--- src/rtl/accel_tilt_level_estimator_defines.svh ---
// ---------------------------------------------------------------------------
// Assertion macros used by the tilt and level estimator controller.
// ---------------------------------------------------------------------------
`ifndef ACCEL_TILT_LEVEL_ESTIMATOR_DEFINES_SVH
`define ACCEL_TILT_LEVEL_ESTIMATOR_DEFINES_SVH

// Implication checked on every rising clock edge outside reset.
`define ATL_ASSERT_IMP(label, clk, rst_n, ante, cons, msg) \
  label: assert property (@(posedge clk) disable iff (!rst_n) (ante) |-> (cons)) \
    else $error(msg);

// Next-cycle implication checked on every rising clock edge outside reset.
`define ATL_ASSERT_NXT(label, clk, rst_n, ante, cons, msg) \
  label: assert property (@(posedge clk) disable iff (!rst_n) (ante) |=> (cons)) \
    else $error(msg);

`endif

--- src/rtl/atle_pkg.sv ---
// ---------------------------------------------------------------------------
// atle_pkg
// Types and constants shared by the tilt and level estimator modules.
// ---------------------------------------------------------------------------
`default_nettype none
package atle_pkg;

  localparam int AngleLimit = 23040;
  localparam int AtanEntries = 24;

  // Register indexes of the configuration port.
  localparam logic [1:0] RegSampleCount = 2'd0;
  localparam logic [1:0] RegArmLength   = 2'd1;
  localparam logic [1:0] RegHingeOffset = 2'd2;

  // Datapath operations issued by the controller.
  typedef enum logic [3:0] {
    OP_NONE,
    OP_ACCUM,     // add sample, count it
    OP_CLEAR,     // drop batch
    OP_DIV_INIT,  // latch sums, start signed division
    OP_DIV_STEP,  // one quotient bit for all three axes
    OP_DIV_DONE,  // fix signs, clear sums
    OP_SQ,        // squares of the means, one axis per cycle
    OP_ISQ_INIT,  // load integer square root operand
    OP_ISQ_STEP,  // one root bit
    OP_COR_INIT,  // load CORDIC vectors
    OP_COR_STEP,  // one CORDIC rotation
    OP_COR_DONE,  // round and store angle
    OP_HDIV_INIT, // start y^2 * 2^32 / S
    OP_HDIV_STEP,
    OP_HEIGHT     // multiply, round, add offset, saturate
  } op_t;

  typedef struct packed {
    op_t        op;
    logic [1:0] sel;   // which angle or root operand is meant
  } cmd_t;

  typedef struct packed {
    logic batch_full;  // this sample completes the batch
    logic s_zero;      // squared magnitude is zero
    logic angle_zero;  // both atan2 arguments zero
  } stat_t;

  // atan(2^-i) in units of 2^-16 degree.
  function automatic logic [21:0] atan_lut(input logic [4:0] i);
    logic [21:0] v;
    case (i)
      5'd0: v = 22'd2949120;  5'd1: v = 22'd1740967;  5'd2: v = 22'd919879;
      5'd3: v = 22'd466945;   5'd4: v = 22'd234379;   5'd5: v = 22'd117304;
      5'd6: v = 22'd58666;    5'd7: v = 22'd29335;    5'd8: v = 22'd14668;
      5'd9: v = 22'd7334;     5'd10: v = 22'd3667;    5'd11: v = 22'd1833;
      5'd12: v = 22'd917;     5'd13: v = 22'd458;     5'd14: v = 22'd229;
      5'd15: v = 22'd115;     5'd16: v = 22'd57;      5'd17: v = 22'd29;
      5'd18: v = 22'd14;      5'd19: v = 22'd7;       5'd20: v = 22'd4;
      5'd21: v = 22'd2;       5'd22: v = 22'd1;
      default: v = 22'd0;
    endcase
    return v;
  endfunction

endpackage
`default_nettype wire

--- src/rtl/atle_datapath.sv ---
// ---------------------------------------------------------------------------
// atle_datapath
// Accumulators, dividers, square root and CORDIC units for the
// estimator; every step is issued by the controller.
// ---------------------------------------------------------------------------
`default_nettype none
module atle_datapath
  import atle_pkg::*;
#(
  parameter int MAX_SAMPLES  = 256,
  parameter int SAMPLE_BITS  = 16,
  parameter int CORDIC_STEPS = 16
) (
  input  wire logic                   clk,
  input  wire logic                   rst_n,
  input  wire cmd_t                   cmd,
  input  wire logic [4:0]             step,
  output stat_t                       stat,
  input  wire logic signed [SAMPLE_BITS-1:0] smp_x,
  input  wire logic signed [SAMPLE_BITS-1:0] smp_y,
  input  wire logic signed [SAMPLE_BITS-1:0] smp_z,
  input  wire logic [8:0]             sample_count,
  input  wire logic [15:0]            arm_length,
  input  wire logic signed [15:0]     hinge_offset,
  output logic signed [15:0]          mean_x,
  output logic signed [15:0]          mean_y,
  output logic signed [15:0]          mean_z,
  output logic signed [15:0]          roll,
  output logic signed [15:0]          pitch,
  output logic signed [17:0]          height
);

  localparam int CntW = $clog2(MAX_SAMPLES + 1);
  localparam int SumW = SAMPLE_BITS + CntW;
  localparam int MW   = SAMPLE_BITS;
  localparam int SqW  = 2 * MW;            // one square
  localparam int S3W  = SqW + 2;           // sum of three squares
  localparam int NumW = SqW + 32;          // y^2 * 2^32
  localparam int RtW  = (S3W + 16) / 2 + 1;
  localparam int RadW = 2 * RtW;           // isqrt operand
  localparam int CW   = MW + 8 + 4;        // CORDIC vector width
  localparam int ZW   = 24;

  logic signed [SumW-1:0] sum_x_r, sum_y_r, sum_z_r;
  logic [CntW-1:0]        taken_r;
  logic [SumW-1:0]        dq_r [3];
  logic [SumW-1:0]        drem_r [3];
  logic [2:0]             dneg_r;
  logic signed [MW-1:0]   mx_r, my_r, mz_r;
  logic [SqW-1:0]         x2_r, y2_r, z2_r;
  logic [RadW-1:0]        rn_r, rres_r, rbit_r;
  logic [RtW-1:0]         root_r [3];
  logic signed [CW-1:0]   cx_r, cy_r;
  logic signed [ZW-1:0]   cz_r;
  logic signed [15:0]     roll_r, pitch_r;
  logic [NumW-1:0]        hq_r, hrem_r;
  logic signed [17:0]     height_r;

  logic [CntW-1:0] need;
  logic [CntW:0]   cnt_ext;
  always_comb begin
    if (sample_count == 9'd0) need = CntW'(1);
    else if ({23'd0, sample_count} > MAX_SAMPLES) need = CntW'(MAX_SAMPLES);
    else need = CntW'(sample_count);
    cnt_ext = {1'b0, taken_r} + 1'b1;
  end

  logic [S3W-1:0] s_sum;
  assign s_sum = S3W'(x2_r) + S3W'(y2_r) + S3W'(z2_r);

  assign stat.batch_full = (cnt_ext >= {1'b0, need});
  assign stat.s_zero     = (s_sum == '0);
  assign stat.angle_zero = (cmd.sel == 2'd0) ? (mx_r == '0 && y2_r == '0 && z2_r == '0)
                                             : (my_r == '0 && x2_r == '0 && z2_r == '0);

  // Root operand: b2 << 16 for angles, w for the height.
  logic [RadW-1:0] isq_in;
  always_comb begin
    case (cmd.sel)
      2'd0:    isq_in = RadW'({(S3W'(y2_r) + S3W'(z2_r)), 16'd0});
      2'd1:    isq_in = RadW'({(S3W'(x2_r) + S3W'(z2_r)), 16'd0});
      default: isq_in = RadW'(hq_r);
    endcase
  end

  // Division step helpers (restoring, one bit per cycle).
  logic [SumW:0]   dsh [3];
  logic [NumW:0]   hsh;
  always_comb begin
    for (int k = 0; k < 3; k++) begin
      dsh[k] = {drem_r[k], dq_r[k][SumW-1]};
    end
    hsh = {hrem_r, hq_r[NumW-1]};
  end

  // CORDIC step helpers.
  logic signed [CW-1:0] dx, dy;
  logic [21:0]          at;
  assign dx = cy_r >>> step;
  assign dy = cx_r >>> step;
  assign at = atan_lut(step);

  logic signed [ZW-1:0] zr;
  logic signed [ZW-1:0] ang;
  assign zr  = cz_r + ZW'(128);
  always_comb begin
    ang = -(zr >>> 8);
    if (ang > ZW'(AngleLimit)) ang = ZW'(AngleLimit);
    if (ang < -ZW'(AngleLimit)) ang = -ZW'(AngleLimit);
  end

  // Height.
  logic [15+RtW:0]  hprod;
  logic signed [19:0] hval, hsum;
  assign hprod = (16+RtW)'(arm_length) * (16+RtW)'(root_r[2]);
  always_comb begin
    hval = 20'(((hprod + (16+RtW)'(32768)) >> 16));
    if (stat.s_zero) hval = '0;
    else if (my_r > 0) hval = -hval;
    hsum = 20'(hinge_offset) + hval;
    if (hsum > 20'sd131071) hsum = 20'sd131071;
    if (hsum < -20'sd131072) hsum = -20'sd131072;
  end

  logic [SumW-1:0] absv [3];
  always_comb begin
    absv[0] = sum_x_r[SumW-1] ? SumW'(-sum_x_r) : SumW'(sum_x_r);
    absv[1] = sum_y_r[SumW-1] ? SumW'(-sum_y_r) : SumW'(sum_y_r);
    absv[2] = sum_z_r[SumW-1] ? SumW'(-sum_z_r) : SumW'(sum_z_r);
  end

  logic signed [MW-1:0] sq_a;
  always_comb begin
    case (step[1:0])
      2'd0:    sq_a = mx_r;
      2'd1:    sq_a = my_r;
      default: sq_a = mz_r;
    endcase
  end
  logic signed [SqW-1:0] sq_e;
  logic [SqW-1:0] sq_v;
  assign sq_e = SqW'(sq_a);
  assign sq_v = SqW'(sq_e * sq_e);

  always_ff @(posedge clk) begin
    if (!rst_n) begin
      sum_x_r <= '0;
      sum_y_r <= '0;
      sum_z_r <= '0;
      taken_r <= '0;
    end else begin
      case (cmd.op)
        OP_ACCUM: begin
          sum_x_r <= sum_x_r + SumW'(smp_x);
          sum_y_r <= sum_y_r + SumW'(smp_y);
          sum_z_r <= sum_z_r + SumW'(smp_z);
          taken_r <= CntW'(cnt_ext);
        end
        OP_CLEAR: begin
          sum_x_r <= '0;
          sum_y_r <= '0;
          sum_z_r <= '0;
          taken_r <= '0;
        end
        OP_DIV_INIT: begin
          for (int k = 0; k < 3; k++) begin
            dq_r[k]   <= absv[k];
            drem_r[k] <= '0;
          end
          dneg_r <= {sum_z_r[SumW-1], sum_y_r[SumW-1], sum_x_r[SumW-1]};
        end
        OP_DIV_STEP: begin
          for (int k = 0; k < 3; k++) begin
            if (dsh[k] >= (SumW+1)'(taken_r)) begin
              drem_r[k] <= SumW'(dsh[k] - (SumW+1)'(taken_r));
              dq_r[k]   <= {dq_r[k][SumW-2:0], 1'b1};
            end else begin
              drem_r[k] <= SumW'(dsh[k]);
              dq_r[k]   <= {dq_r[k][SumW-2:0], 1'b0};
            end
          end
        end
        OP_DIV_DONE: begin
          mx_r <= MW'(dneg_r[0] ? -dq_r[0] : dq_r[0]);
          my_r <= MW'(dneg_r[1] ? -dq_r[1] : dq_r[1]);
          mz_r <= MW'(dneg_r[2] ? -dq_r[2] : dq_r[2]);
          sum_x_r <= '0;
          sum_y_r <= '0;
          sum_z_r <= '0;
          taken_r <= '0;
        end
        OP_SQ: begin
          case (step[1:0])
            2'd0:    x2_r <= sq_v;
            2'd1:    y2_r <= sq_v;
            default: z2_r <= sq_v;
          endcase
        end
        OP_ISQ_INIT: begin
          rn_r   <= isq_in;
          rres_r <= '0;
          rbit_r <= RadW'(1) << (RadW - 2);
        end
        OP_ISQ_STEP: begin
          if (rn_r >= rres_r + rbit_r) begin
            rn_r   <= rn_r - (rres_r + rbit_r);
            rres_r <= (rres_r >> 1) + rbit_r;
          end else begin
            rres_r <= rres_r >> 1;
          end
          rbit_r <= rbit_r >> 2;
          if (rbit_r == RadW'(1))
            root_r[cmd.sel] <= (rn_r >= rres_r + rbit_r) ?
                               RtW'((rres_r >> 1) + rbit_r) : RtW'(rres_r >> 1);
        end
        OP_COR_INIT: begin
          cx_r <= CW'(root_r[cmd.sel]);
          cy_r <= (cmd.sel == 2'd0) ? CW'($signed({mx_r, 8'd0}))
                                    : CW'($signed({my_r, 8'd0}));
          cz_r <= '0;
        end
        OP_COR_STEP: begin
          if (cy_r >= 0) begin
            cx_r <= cx_r + dx;
            cy_r <= cy_r - dy;
            cz_r <= cz_r + ZW'(at);
          end else begin
            cx_r <= cx_r - dx;
            cy_r <= cy_r + dy;
            cz_r <= cz_r - ZW'(at);
          end
        end
        OP_COR_DONE: begin
          if (cmd.sel == 2'd0) roll_r <= stat.angle_zero ? 16'sd0 : 16'(ang);
          else pitch_r <= stat.angle_zero ? 16'sd0 : 16'(ang);
        end
        OP_HDIV_INIT: begin
          hq_r   <= {y2_r, 32'd0};
          hrem_r <= '0;
        end
        OP_HDIV_STEP: begin
          if (hsh >= (NumW+1)'(s_sum)) begin
            hrem_r <= NumW'(hsh - (NumW+1)'(s_sum));
            hq_r   <= {hq_r[NumW-2:0], 1'b1};
          end else begin
            hrem_r <= NumW'(hsh);
            hq_r   <= {hq_r[NumW-2:0], 1'b0};
          end
        end
        OP_HEIGHT: height_r <= 18'(hsum);
        default: ;
      endcase
    end
  end

  assign mean_x = mx_r;
  assign mean_y = my_r;
  assign mean_z = mz_r;
  assign roll   = roll_r;
  assign pitch  = pitch_r;
  assign height = height_r;

endmodule
`default_nettype wire

--- src/rtl/atle_ctrl.sv ---
// ---------------------------------------------------------------------------
// atle_ctrl
// Sequencer for the estimator: takes samples, then walks the datapath
// through division, roots, CORDIC and height, and holds the result.
// ---------------------------------------------------------------------------
`default_nettype none
`include "accel_tilt_level_estimator_defines.svh"
module atle_ctrl
  import atle_pkg::*;
#(
  parameter int SUM_BITS   = 25,
  parameter int ROOT_STEPS = 25,
  parameter int HDIV_BITS  = 64,
  parameter int CORDIC_STEPS = 16
) (
  input  wire logic clk,
  input  wire logic rst_n,
  input  wire logic in_valid,
  output logic      in_ready,
  input  wire logic in_read_error,
  output logic      out_valid,
  input  wire logic out_ready,
  output cmd_t      cmd,
  output logic [4:0] step,
  input  wire stat_t stat
);

  typedef enum logic [3:0] {
    S_IDLE, S_DIV_INIT, S_DIV, S_DIV_DONE, S_SQ, S_ISQ_INIT, S_ISQ,
    S_COR_INIT, S_COR, S_COR_DONE, S_HDIV_INIT, S_HDIV, S_HEIGHT
  } state_t;

  state_t      state_r;
  logic [6:0]  cnt_r;
  logic [1:0]  sel_r;
  logic        out_valid_r;

  logic take;
  // Samples that leave the batch open are taken while a result is held; only a
  // sample that would start a new computation waits for the result transaction.
  assign in_ready = (state_r == S_IDLE) && !(out_valid_r && stat.batch_full);
  assign take     = in_valid && in_ready;
  assign out_valid = out_valid_r;
  assign step = cnt_r[4:0];

  always_comb begin
    cmd.sel = sel_r;
    case (state_r)
      S_IDLE:      cmd.op = take ? (in_read_error ? OP_CLEAR : OP_ACCUM) : OP_NONE;
      S_DIV_INIT:  cmd.op = OP_DIV_INIT;
      S_DIV:       cmd.op = OP_DIV_STEP;
      S_DIV_DONE:  cmd.op = OP_DIV_DONE;
      S_SQ:        cmd.op = OP_SQ;
      S_ISQ_INIT:  cmd.op = OP_ISQ_INIT;
      S_ISQ:       cmd.op = OP_ISQ_STEP;
      S_COR_INIT:  cmd.op = OP_COR_INIT;
      S_COR:       cmd.op = OP_COR_STEP;
      S_COR_DONE:  cmd.op = OP_COR_DONE;
      S_HDIV_INIT: cmd.op = OP_HDIV_INIT;
      S_HDIV:      cmd.op = OP_HDIV_STEP;
      S_HEIGHT:    cmd.op = OP_HEIGHT;
      default:     cmd.op = OP_NONE;
    endcase
  end

  always_ff @(posedge clk) begin
    if (!rst_n) begin
      state_r     <= S_IDLE;
      cnt_r       <= '0;
      sel_r       <= '0;
      out_valid_r <= 1'b0;
    end else begin
      if (out_valid_r && out_ready) out_valid_r <= 1'b0;
      case (state_r)
        S_IDLE:
          if (take && !in_read_error && stat.batch_full) state_r <= S_DIV_INIT;
        S_DIV_INIT: begin
          cnt_r   <= '0;
          state_r <= S_DIV;
        end
        S_DIV: begin
          cnt_r <= cnt_r + 1'b1;
          if (cnt_r == 7'(SUM_BITS - 1)) state_r <= S_DIV_DONE;
        end
        S_DIV_DONE: begin
          cnt_r   <= '0;
          state_r <= S_SQ;
        end
        S_SQ: begin
          cnt_r <= cnt_r + 1'b1;
          if (cnt_r == 7'd2) begin
            sel_r   <= 2'd0;
            state_r <= S_ISQ_INIT;
          end
        end
        S_ISQ_INIT: begin
          cnt_r   <= '0;
          state_r <= S_ISQ;
        end
        S_ISQ: begin
          cnt_r <= cnt_r + 1'b1;
          if (cnt_r == 7'(ROOT_STEPS - 1))
            state_r <= (sel_r == 2'd2) ? S_HEIGHT : S_COR_INIT;
        end
        S_COR_INIT: begin
          cnt_r   <= '0;
          state_r <= S_COR;
        end
        S_COR: begin
          cnt_r <= cnt_r + 1'b1;
          if (cnt_r == 7'(CORDIC_STEPS - 1)) state_r <= S_COR_DONE;
        end
        S_COR_DONE: begin
          if (sel_r == 2'd0) begin
            sel_r   <= 2'd1;
            state_r <= S_ISQ_INIT;
          end else begin
            sel_r   <= 2'd2;
            state_r <= S_HDIV_INIT;
          end
        end
        S_HDIV_INIT: begin
          cnt_r   <= '0;
          state_r <= S_HDIV;
        end
        S_HDIV: begin
          cnt_r <= cnt_r + 1'b1;
          if (cnt_r == 7'(HDIV_BITS - 1)) state_r <= S_ISQ_INIT;
        end
        S_HEIGHT: begin
          out_valid_r <= 1'b1;
          state_r     <= S_IDLE;
        end
        default: state_r <= S_IDLE;
      endcase
    end
  end

  `ATL_ASSERT_IMP(a_no_take_busy, clk, rst_n, state_r != S_IDLE, !in_ready,
                  "sample taken while busy")
  `ATL_ASSERT_NXT(a_result_hold, clk, rst_n, out_valid && !out_ready, out_valid,
                  "result dropped before transaction")
  `ATL_ASSERT_NXT(a_height_emits, clk, rst_n, state_r == S_HEIGHT, out_valid,
                  "finished batch not presented")

endmodule
`default_nettype wire

--- src/rtl/accel_tilt_level_estimator.sv ---
// A sample that completes a batch starts the computation: the divide, the
// squares, a root and CORDIC run for roll and then for pitch, the height
// divide, the height root and the height itself; the result is then held.
// While idle, other samples are taken one per cycle; a completing sample waits
// while an earlier result is still held. Shared bit-serial units set the rate.
// Reset is synchronous, active low; it clears the batch and resets the configuration registers.
// ---------------------------------------------------------------------------
// accel_tilt_level_estimator
// Averages accelerometer batches and gives the means, roll, pitch and a signed height.
// ---------------------------------------------------------------------------
`default_nettype none
module accel_tilt_level_estimator
  import atle_pkg::*;
#(
  parameter int MAX_SAMPLES  = 256,
  parameter int SAMPLE_BITS  = 16,
  parameter int CORDIC_STEPS = 16
) (
  input  wire logic        clk,
  input  wire logic        rst_n,
  input  wire logic        in_valid,
  output logic             in_ready,
  input  wire logic signed [SAMPLE_BITS-1:0] in_sample_x,
  input  wire logic signed [SAMPLE_BITS-1:0] in_sample_y,
  input  wire logic signed [SAMPLE_BITS-1:0] in_sample_z,
  input  wire logic        in_read_error,
  output logic             out_valid,
  input  wire logic        out_ready,
  output logic signed [15:0] out_mean_x,
  output logic signed [15:0] out_mean_y,
  output logic signed [15:0] out_mean_z,
  output logic signed [15:0] out_roll_angle,
  output logic signed [15:0] out_pitch_angle,
  output logic signed [17:0] out_level_height,
  input  wire logic        psel,
  input  wire logic        penable,
  input  wire logic        pwrite,
  input  wire logic [3:0]  paddr,
  input  wire logic [31:0] pwdata,
  output logic [31:0]      prdata,
  output logic             pready
);

  localparam int CntW = $clog2(MAX_SAMPLES + 1);
  localparam int SumW = SAMPLE_BITS + CntW;
  localparam int RtW  = (2 * SAMPLE_BITS + 2 + 16) / 2 + 1;

  logic [8:0]         cnt_r;
  logic [15:0]        arm_r;
  logic signed [15:0] off_r;
  cmd_t  cmd;
  stat_t stat;
  logic [4:0] step;
  logic wr;

  assign pready = 1'b1;
  assign wr = psel && penable && pwrite;

  always_ff @(posedge clk) begin
    if (!rst_n) begin
      cnt_r <= 9'd1;
      arm_r <= '0;
      off_r <= '0;
    end else if (wr) begin
      case (paddr[3:2])
        RegSampleCount: cnt_r <= pwdata[8:0];
        RegArmLength:   arm_r <= pwdata[15:0];
        RegHingeOffset: off_r <= pwdata[15:0];
        default: ;
      endcase
    end
  end

  always_comb begin
    case (paddr[3:2])
      RegSampleCount: prdata = {23'd0, cnt_r};
      RegArmLength:   prdata = {16'd0, arm_r};
      RegHingeOffset: prdata = {{16{off_r[15]}}, off_r};
      default:        prdata = '0;
    endcase
  end

  atle_ctrl #(
    .SUM_BITS(SumW), .ROOT_STEPS(RtW), .HDIV_BITS(2 * SAMPLE_BITS + 32),
    .CORDIC_STEPS(CORDIC_STEPS)
  ) u_ctrl (
    .clk, .rst_n, .in_valid, .in_ready, .in_read_error,
    .out_valid, .out_ready, .cmd, .step, .stat
  );

  atle_datapath #(
    .MAX_SAMPLES(MAX_SAMPLES), .SAMPLE_BITS(SAMPLE_BITS), .CORDIC_STEPS(CORDIC_STEPS)
  ) u_dp (
    .clk, .rst_n, .cmd, .step, .stat,
    .smp_x(in_sample_x), .smp_y(in_sample_y), .smp_z(in_sample_z),
    .sample_count(cnt_r), .arm_length(arm_r), .hinge_offset(off_r),
    .mean_x(out_mean_x), .mean_y(out_mean_y), .mean_z(out_mean_z),
    .roll(out_roll_angle), .pitch(out_pitch_angle), .height(out_level_height)
  );

endmodule
`default_nettype wire
--- config.mk ---
export PLATFORM = sky130hd
export DESIGN_NAME = accel_tilt_level_estimator
export DESIGN_NICKNAME = d
export VERILOG_FILES = /design/src/rtl/atle_pkg.sv /design/src/rtl/atle_datapath.sv /design/src/rtl/atle_ctrl.sv /design/src/rtl/accel_tilt_level_estimator.sv
export VERILOG_INCLUDE_DIRS = /design/src /design/src/rtl
export SDC_FILE = /design/constraint.sdc
export NUM_CORES = 2
export LEC_CHECK = 0
export BUFFER_PORTS_ARGS = -buffer_cell sky130_fd_sc_hd__buf_2
export CAP_MARGIN = 20
export CORE_UTILIZATION = 45
export CTS_BUF_LIST = sky130_fd_sc_hd__clkbuf_16
export CTS_CLUSTER_DIAMETER = 30
export DETAILED_ROUTE_END_ITERATION = 12
export REMOVE_ABC_BUFFERS = 1
export SLEW_MARGIN = 20
export SYNTH_ARGS = -nofsm -noshare
export SYNTH_HDL_FRONTEND = slang
export SYNTH_SLANG_ARGS = --single-unit
--- constraint.sdc ---
create_clock -name clk -period 11.5 [get_ports clk]
set_input_delay 1.15 -clock clk [delete_from_list [all_inputs] [get_ports clk]]
set_output_delay 1.15 -clock clk [all_outputs]
set_load 0.01 [all_outputs]
==> out/results.tsv <==
stage	metric	value	unit
timing	Final Hold Fails	0	
worst_setup_path	CP max stage delay	0.85	ns
route	Post-DRT Antenna Nets	0	
synthesis	Yosys warning count	0	
place	Placer Congestion	0.924	
global_routing	GR Util met3	3.40	%
timing	Tcrit/Tclk final	94.6	%
route	total number of vias	70595	
clock_tree	setup bufs post-CTS	0	
synthesis	synth unique cells	105	
synthesis	fraction of registers with async set/reset	0	%
timing	TNS Setup	0	ns
route	routed vias/inst	5.69	
worst_setup_path	Startpoint Class	flop	
clock_tree	CTS tree	done	
synthesis	Mapped Cells	9456	
die	die footprint	198000	µm²
clock_tree	Max clock buf depth	3	
run_status	status	finished clean	
layout	Fillers	17775	
route	drt pass-1 iters	6	
place	IO Port Bufs	205	
power_and_ir_drop	leak pwr	41.8	nW
synthesis	Avg Cell Area, Syn	9.31	µm²
timing	min Tclk post-route	10.88	ns
timing	Worst slew margin	24.1	%
synthesis	Mapped Area	88100	µm²
synthesis	post-synth top area cell	edfxtp_1	
place	dpl hpwl	188000	µm
clock_tree	number of CTS-inserted buffers	238	
worst_setup_path	Crit path top cell by count	fa_1	
layout	nets	10958	
synthesis	top post-synthesis cells by area	edfxtp_1, fa_1, ha_1	
timing	fmax	91.9	MHz
route	initial detailed-routing violation count	5011	
synthesis	post-synth top area share	25.9	%
layout	layout cells sized above 1	10.2	%
synthesis	ys flop type	edfxtp_1	
global_routing	grt met2 use	41.0	%
global_routing	GRT Total Usage	24.7	%
worst_setup_path	CP endpoint kind	flop	
global_routing	largest net degree at the start of global routing	80	
synthesis	post-synthesis sequential area ratio	29.6	%
synthesis	Post-synth EDFFs	759	
clock_tree	clock sink total	923	
timing	RSZ-0062 raised after global routing	false	
worst_setup_path	worst setup path class	flop to flop	
timing	Least-Margin Pin Slew	1.13	ns
global_routing	M1 GR Usage	32.9	%
die	FP Rows	162	
timing	Final setup viols	0	
layout	Layout area overhead	13.7	%
global_routing	grt peak-use layer	met2	
power_and_ir_drop	power per cell area	312	nW/µm²
route	Routed WL	246000	µm
global_routing	first-pass GRT wire length	389000	µm
worst_setup_path	Crit Reg-Reg Startpoint	u_dp.root_r[2][4]	
timing	Slew Viols, Final	0	
power_and_ir_drop	maximum VDD drop	1.28	mV
run	Max-cap violations	0	
min_path	Hold Startpoint	off_r[0]	
route	DRC viols	0	
synthesis	synthesized flop and latch total	923	
worst_setup_path	CP arrival	11.41	ns
power_and_ir_drop	total power	31.2	mW
global_routing	vias in the first global route	69501	
clock_tree	CTS Hold Bufs	0	
clock_tree	post-CTS sizing	0	
die	Vert. Die Dim	444	µm
clock_tree	Root Driver	clkbuf_16	
die	I/O Pins	225	
worst_setup_path	worst-path fanout max	17	
worst_setup_path	Worst Setup SP	u_dp.root_r[2][4]	
die	initial core utilization	45.3	%
min_path	hold crit path type	flop to flop	
layout	commonest non-fill, non-tap cell in the layout	nand2_1	
global_routing	initial antenna violation count	4	
die	core area	195000	µm²
timing	Layout Skew	0.0571	ns
global_routing	overflow left after global routing	0	
route	mean routed wirelength per cell	19.8	µm
clock_tree	register clock-pin slew on the reported worst setup and hold paths	0.05	ns
worst_setup_path	required time of the critical path	12.03	ns
die	Die W	444	µm
clock_tree	clk_lat worst skew	0.86	ns
layout	leading cell types in the layout, fill and taps excluded	nand2_1, inv_1, edfxtp_1	
worst_setup_path	R2R Setup Slk	0.62	ns
worst_setup_path	slowest CP cell	edfxtp_1	
clock_tree	H-Tree Level Count	4	
[synthesized netlist by cell type (20+ instances only)]
library cell  count
nand2_1        1059
inv_1           897
edfxtp_1        759
nor2_1          663
ha_1            649
fa_1            572
o21ai_0         507
a21oi_1         431
xnor2_1         423
clkbuf_1        308
xor2_1          306
and2_1          245
a21o_1          182
nor3_1          173
dfxtp_1         164
nand3_1         155
nor2b_1         146
and3_1          128
mux2i_1         114
a21boi_0        101
a31oi_1          84
nor4_1           84
or3_1            84
a211oi_1         81
nand2b_1         80
mux2_2           74
o21a_1           72
o31ai_1          71
nand4_1          67
a22oi_1          66
mux4_2           62
o21bai_1         54
or4_1            44
o211ai_1         36
or2_2            35
buf_4            30
o41ai_1          30
a22o_1           27
buf_1            26
o31a_1           20
[layer usage]
| layer | share of wire, % | vias to the layer above |
|---|---|---|
| met4 | 3.5 | 4 |
| met2 | 47 | 1930 |
| li1 | - | 33566 |
| met3 | 5.4 | 388 |
| met1 | 44 | 34707 |
| met5 | 0.010 | - |
[power breakdown]
group | switching, mW | leakage (nW) | total, mW | internal [mW]
clock network | 2.28 | 4.09 | 6.79 | 4.51
logic | 11.0 | 29.5 | 18.0 | 7.04
registers | 0.146 | 8.22 | 6.42 | 6.27
total | 13.4 | 41.8 | 31.2 | 17.8
[per-stage QoR]
stage | cell area (µm²) | util, % | worst slack [ns] | hold slack [ns] | instances
3_5_place_dp | 91800 | 47.2 | 0.759 | 0.486 | 11943
3_3_place_gp | 91800 | 47.2 | 0.904 | 0.480 | 11943
2_1_floorplan | 86500 | - | 1.49 | 0.460 | 9071
5_1_grt | 100000 | 51.5 | 0.0207 | 0.520 | 12397
6_report | 100000 | 51.5 | 0.618 | 0.495 | 12399
4_1_cts | 100000 | 51.5 | 0.635 | 0.494 | 12393
[kinds of logic after synthesis]
family          Yosys count  synth area share, %
compound gates         1990                 14.6
xor+xnor                729                 7.25
buf+inv                1294                 5.73
flops                   923                 29.6
fa+ha+maj              1221                 22.2
other cells               1              0.00426
simple gates           3037                 16.5
mux                     261                 4.11
[area by class of cell]
cell class / count / area, µm² / share of cell area, %
antenna: 2 / 5.00 / 0.00500
clock buffer: 243 / 6080 / 6.07
timing repair buffer: 334 / 2000 / 1.99
multi-input combinational: 7239 / 57200 / 57.1
clock inverter: 207 / 2250 / 2.25
sequential: 923 / 26100 / 26.0
inverter: 909 / 3420 / 3.41
tap: 2542 / 3180 / 3.17
[critical path: cells and delay by family (launching register included)]
family / cells / cell delay (ns)
simple gates: 9 / 2.70
flops: 1 / 0.85
compound gates: 10 / 2.38
buf+inv: 3 / 0.16
xor+xnor: 3 / 0.52
fa+ha+maj: 8 / 3.92
[state kept, by name, summed over array words and instances, names as in the netlist, 18 cells and up, named ones only]
register      count
u_dp.sum_x_r     25
u_dp.z2_r        31
u_dp.x2_r        31
u_dp.height      18
u_dp.sum_z_r     25
u_dp.hrem_r      64
u_dp.at          22
u_dp.hq_r        64
u_dp.cy_r        28
u_dp.dq_r        75
u_dp.cx_r        28
u_dp.sum_y_r     25
u_dp.rn_r        52
u_dp.y2_r        31
u_dp.rres_r      52
u_dp.rbit_r      26
u_dp.root_r      78
u_dp.drem_r      75
u_dp.cz_r        24
[final timing paths]
kind / cells after the start / endpoint
max: 33 / u_dp.height[0]
min: 2 / off_r[0]
max reg2reg: 33 / u_dp.height[0]
min reg2reg: 2 / off_r[0]
No activity file was read; power rests on OpenSTA's default activity.
